File: config.mk
export PLATFORM = sky130hd
export DESIGN_NAME = csr_mul
export DESIGN_NICKNAME = d
export VERILOG_FILES = /design/src/rtl/core/csr_pkg.sv /design/src/rtl/core/csr_mul.sv
export SDC_FILE = /design/constraint.sdc
export NUM_CORES = 2
export LEC_CHECK = 0
export BUFFER_PORTS_ARGS = -buffer_cell sky130_fd_sc_hd__buf_2
export CAP_MARGIN = 10
export CORE_MARGIN = 1
export CORE_UTILIZATION = 55
export DETAILED_ROUTE_END_ITERATION = 8
export PLACE_DENSITY = 0.76
export SYNTH_ARGS = -nofsm -noshare
export SYNTH_HDL_FRONTEND = slang
export SYNTH_SLANG_ARGS = --single-unit
File: constraint.sdc
create_clock -name clk -period 8.9 [get_ports clk]
set_input_delay 0.89 -clock clk [delete_from_list [all_inputs] [get_ports clk]]
set_output_delay 0.89 -clock clk [all_outputs]
set_load 0.1 [all_outputs]
File: src/rtl/core/csr_pkg.sv
// ----------------------------------------------------------------------------
// csr_pkg
// Shared constants, codes and arithmetic helpers of the CSR matrix engine.
// ----------------------------------------------------------------------------
`default_nettype none

package csr_pkg;

    localparam int MAX_DIM      = 64;
    localparam int MAX_NONZEROS = 1024;

    localparam int DIM_W = $clog2(MAX_DIM);
    localparam int CNT_W = $clog2(MAX_DIM + 1);
    localparam int NZ_W  = $clog2(MAX_NONZEROS);
    localparam int NZP_W = $clog2(MAX_NONZEROS + 1);

    localparam int ACT_W  = 3;
    localparam int IA_W   = 10;
    localparam int IB_W   = 6;
    localparam int VAL_W  = 32;
    localparam int ST_W   = 2;
    localparam int OIX_W  = 6;
    localparam int ACC_W  = 64;
    localparam int CFG_W  = 7;
    localparam int CIDX_W = 1;
    localparam int FRAC_W = 16;

    typedef enum logic [ACT_W-1:0] {
        ACT_LOAD_ROW   = 3'd0,
        ACT_LOAD_COL   = 3'd1,
        ACT_SET        = 3'd2,
        ACT_ADD        = 3'd3,
        ACT_LOAD_VEC   = 3'd4,
        ACT_APPLY      = 3'd5,
        ACT_TRANSPOSE  = 3'd6,
        ACT_CLEAR      = 3'd7
    } action_t;

    typedef enum logic [ST_W-1:0] {
        ST_OK      = 2'd0,
        ST_RANGE   = 2'd1,
        ST_PATTERN = 2'd2
    } status_t;

    typedef enum logic [CIDX_W-1:0] {
        CFG_ROW_COUNT    = 1'b0,
        CFG_COLUMN_COUNT = 1'b1
    } cfg_index_t;

    function automatic logic [CNT_W-1:0] eff_count(input logic [CFG_W-1:0] c);
        logic [CNT_W-1:0] r;
        begin
            if (c == '0)
                r = CNT_W'(1);
            else if (c > CFG_W'(MAX_DIM))
                r = CNT_W'(MAX_DIM);
            else
                r = CNT_W'(c);
            return r;
        end
    endfunction

    function automatic logic signed [VAL_W-1:0] sat32(input logic signed [ACC_W-1:0] v);
        logic signed [VAL_W-1:0] r;
        begin
            if (v > ACC_W'(64'sh7FFF_FFFF))
                r = 32'sh7FFF_FFFF;
            else if (v < -ACC_W'(64'sh8000_0000))
                r = 32'sh8000_0000;
            else
                r = v[VAL_W-1:0];
            return r;
        end
    endfunction

    function automatic logic signed [ACC_W-1:0] sat_add64(input logic signed [ACC_W-1:0] a,
                                                          input logic signed [ACC_W-1:0] b);
        logic signed [ACC_W:0] s;
        logic signed [ACC_W-1:0] r;
        begin
            s = {a[ACC_W-1], a} + {b[ACC_W-1], b};
            if (s[ACC_W] != s[ACC_W-1])
                r = s[ACC_W] ? {1'b1, {(ACC_W-1){1'b0}}} : {1'b0, {(ACC_W-1){1'b1}}};
            else
                r = s[ACC_W-1:0];
            return r;
        end
    endfunction

    function automatic logic signed [VAL_W-1:0] q16_out(input logic signed [ACC_W-1:0] acc);
        begin
            return sat32(acc >>> FRAC_W);
        end
    endfunction

endpackage

`default_nettype wire

File: src/rtl/core/csr_mul.sv
// ----------------------------------------------------------------------------
// csr_mul
// Registered signed Q16.16 by Q16.16 multiplier giving a Q32.32 product.
// ----------------------------------------------------------------------------
`default_nettype none

module csr_mul
    import csr_pkg::*;
(
    input  wire logic                    clk,
    input  wire logic signed [VAL_W-1:0] a,
    input  wire logic signed [VAL_W-1:0] b,
    output logic signed [ACC_W-1:0]      p
);

    always_ff @(posedge clk)
    begin
        p <= a * b;
    end

endmodule

`default_nettype wire

==> summary.txt <==
Synth
  • Area fraction of the dominant cell type after synthesis: 0.582
  • Avg Inst Size Synth: 9.59 sq um
  • Dominant cell type by area after synthesis: fa_1
  • Post-synth EDFFs: 0
  • Asr flop ratio synth: 0
  • Syn Nets: 5215
  • Syn. warnings: 0
  • Mapped Cells: 3884
  • Post-Syn Area: 37200 sq um
  • Main area contributors after synthesis: fa_1, inv_1, and2_1
  • Sequential share of the synthesized area: 0.0344
  • Post-synthesis register bit count: 64
  • Netlist cell types: 63
  • Ys flop type: dfxtp_1

Routing
  • WL/cell: 19.8 microns
  • Post-Route M1 WL: 36.7 mm
  • Post-route ant nets: 0
  • Avg Vias per Cell: 5.40
  • # DRC: 4
  • Met3 wire length: 7.18 mm
  • Initial DRC count: 1723
  • Routed WL: 95.5 mm
  • Drt first pass iters: 7
  • Uppermost routed layer: met5
  • Via count: 26000
  • Met2 wire length: 46.8 mm

Setup path
  • Data required, critical path: 9.22 ns
  • CP Launch Type: input port
  • CP max FO: 32
  • CP arrival: 8.79 ns
  • Crit path capture type: register
  • Crit Path Class: in -> reg

Clocking
  • Reg clk slew, reported paths: 0.07 ns
  • CTS max path bufs: 2
  • CTS Sinks: 64
  • TritonCTS Buffers: 9
  • CTS tree: yes
  • Clk Tree Root Cell: clkbuf_16
  • H-tree lvl count: 3
  • Setup Buffers After CTS: 0

Status
  • Failing checks: design-rule violations
  • Status: complete, but fails checks

Timing
  • TNS Setup: 0 ns
  • # setup viols final: 0
  • Worst-margin pin slew: 0.731 ns
  • FMAX: 118 MHz
  • Part of the cycle the worst path needs: 0.951
  • Final Critical Period: 8.46 ns
  • Relative slew slack: 0.513
  • Pins Over Slew Limit: 0
  • RSZ-0062 raised after global routing: no
  • Hold Slack: 1.07 ns
  • Fin. Hold Viols: 0

Finish
  • Share of cells above drive strength 1: 0.0717
  • Largest Register: p
  • Nets: 5272
  • Commonest cells after routing, fill and taps aside: fa_1, inv_1, and2_1, nand2_1, ha_1
  • Max FFs per register: 64
  • Commonest non-fill, non-tap cell in the layout: fa_1
  • Final core utilization: 0.589
  • Area growth from synthesis to layout: 5.98%
  • Largest regs: p x64
  • Fill count: 5678
  • Final instance area: 39500 sq um

Place
  • Gpl congestion: 0.931
  • Post-DP Area: 39200 sq um
  • Detailed Place HPWL: 81.9 mm
  • Port bufs: 128

Floorplanning
  • Core Box Area: 67000 sq um
  • Die ar.: 68800 sq um
  • Row cnt: 95
  • Starting Density: 0.556
  • Die Span Y: 262 microns
  • Width of the die: 262 microns
  • IO Count: 129

Global routing
  • Antenna violations before repair: 10
  • Total gr overflow: 0
  • Vias in the first global route: 29000
  • First-pass GRT wire length: 158 mm
  • Largest net degree at the start of global routing: 33
  • Gr usage total: 0.299

Min path
  • Hold depth: 3
  • Hold/Removal Path Class: in -> reg
  • Worst min-delay path startpoint: a[0]
  • Hold path endpoint: p[0]

Job
  • Max-Cap Viols: 0
[cells by family (layout without fill, tap and decap cells)]
family / Yosys count / count (layout) / share of synthesized area
adder cells (fa/ha/maj): 1266 / 1266 / 0.643
buffers and inverters: 1152 / 1213 / 0.116
AND/OR/NAND/NOR: 1134 / 1134 / 0.154
AO/OA/AOI/OAI: 193 / 193 / 0.0346
other: 0 / 3 / 0
XOR/XNOR: 75 / 75 / 0.0176
flip-flops: 64 / 64 / 0.0344
[critical path, cell delays in order]
cell and delay (ns):
buf_2 0.55, nand2_1 0.26, inv_1 0.14, fa_1 0.41, inv_1 0.14, buf_4 0.18
fa_1 0.41, inv_1 0.08, fa_1 0.43, fa_1 0.57, fa_1 0.48, fa_1 0.58
fa_1 0.46, fa_1 0.49, ha_1 0.39, a21o_1 0.20, a31oi_1 0.29, nor2_1 0.11
a2111oi_2 0.39, o22a_1 0.19, o211ai_1 0.22, a2111oi_1 0.44, o21bai_1 0.12, a21oi_1 0.18
xnor2_1 0.14
[stage by stage]
stage / instances / setup slack, ns
after floorplan: 3884 / 0.749
after global placement: 4803 / 0.187
after detailed placement: 4803 / 0.0440
after CTS: 4818 / 0.479
after global routing: 4819 / 0.0985
final: 4821 / 0.436
[how the worst max path moves through the flow]
stage          startpoint     to  slack [ns]  depth (start not counted)
4_1_cts              a[9]  p[63]        0.48                         27
3_5_place_dp         a[9]  p[63]        0.04                         27
3_3_place_gp        b[17]  p[60]        0.19                         23
5_1_grt              a[9]  p[63]         0.1                         27
6_report             b[5]  p[60]        0.44                         25
2_1_floorplan        b[2]  p[62]        0.75                         24
[layout make-up]
cell class / instances / area [sq um] / area share
timing repair buffer: 246 / 1600 / 0.0406
multi-input combinational: 2668 / 31600 / 0.802
inverter: 952 / 3570 / 0.0905
clock buffer: 12 / 256 / 0.00650
sequential: 64 / 1280 / 0.0325
antenna: 3 / 7.51 / 0.000190
tap: 873 / 1090 / 0.0277
clock inverter: 3 / 17.5 / 0.000444
[cells in the mapped netlist, drive strengths merged, types with 2 or more instances]
library cell	count
a2111oi	2
a211oi	8
a21boi	3
a21o	25
a21oi	68
a31oi	13
and2	516
and3	9
and4	4
buf	5
clkbuf	195
dfxtp	64
fa	1082
ha	184
inv	952
nand2	511
nand2b	9
nand3	15
nand3b	2
nand4	7
nor2	42
nor2b	3
nor3	7
nor4	2
o211ai	3
o21a	4
o21ai	31
o21bai	15
o22a	2
o31a	2
o31ai	7
or3	5
xnor2	53
xor2	22
[layer usage]
layer,vias to the layer above,track usage
li1,11200,-
met3,256,0.0590
met4,16,0.135
met1,13600,0.383
met2,1035,0.493
met5,-,0
[repair_timing]
item | CTS | global route
gates resized for setup | 0 | 1
hold buffers | 0 | 0
endpoints found under the setup margin | 0 | 1
Power is left out: the tool's default activity adds up to more than one toggle a clock period on the data nets, which glitch-free logic cannot reach.
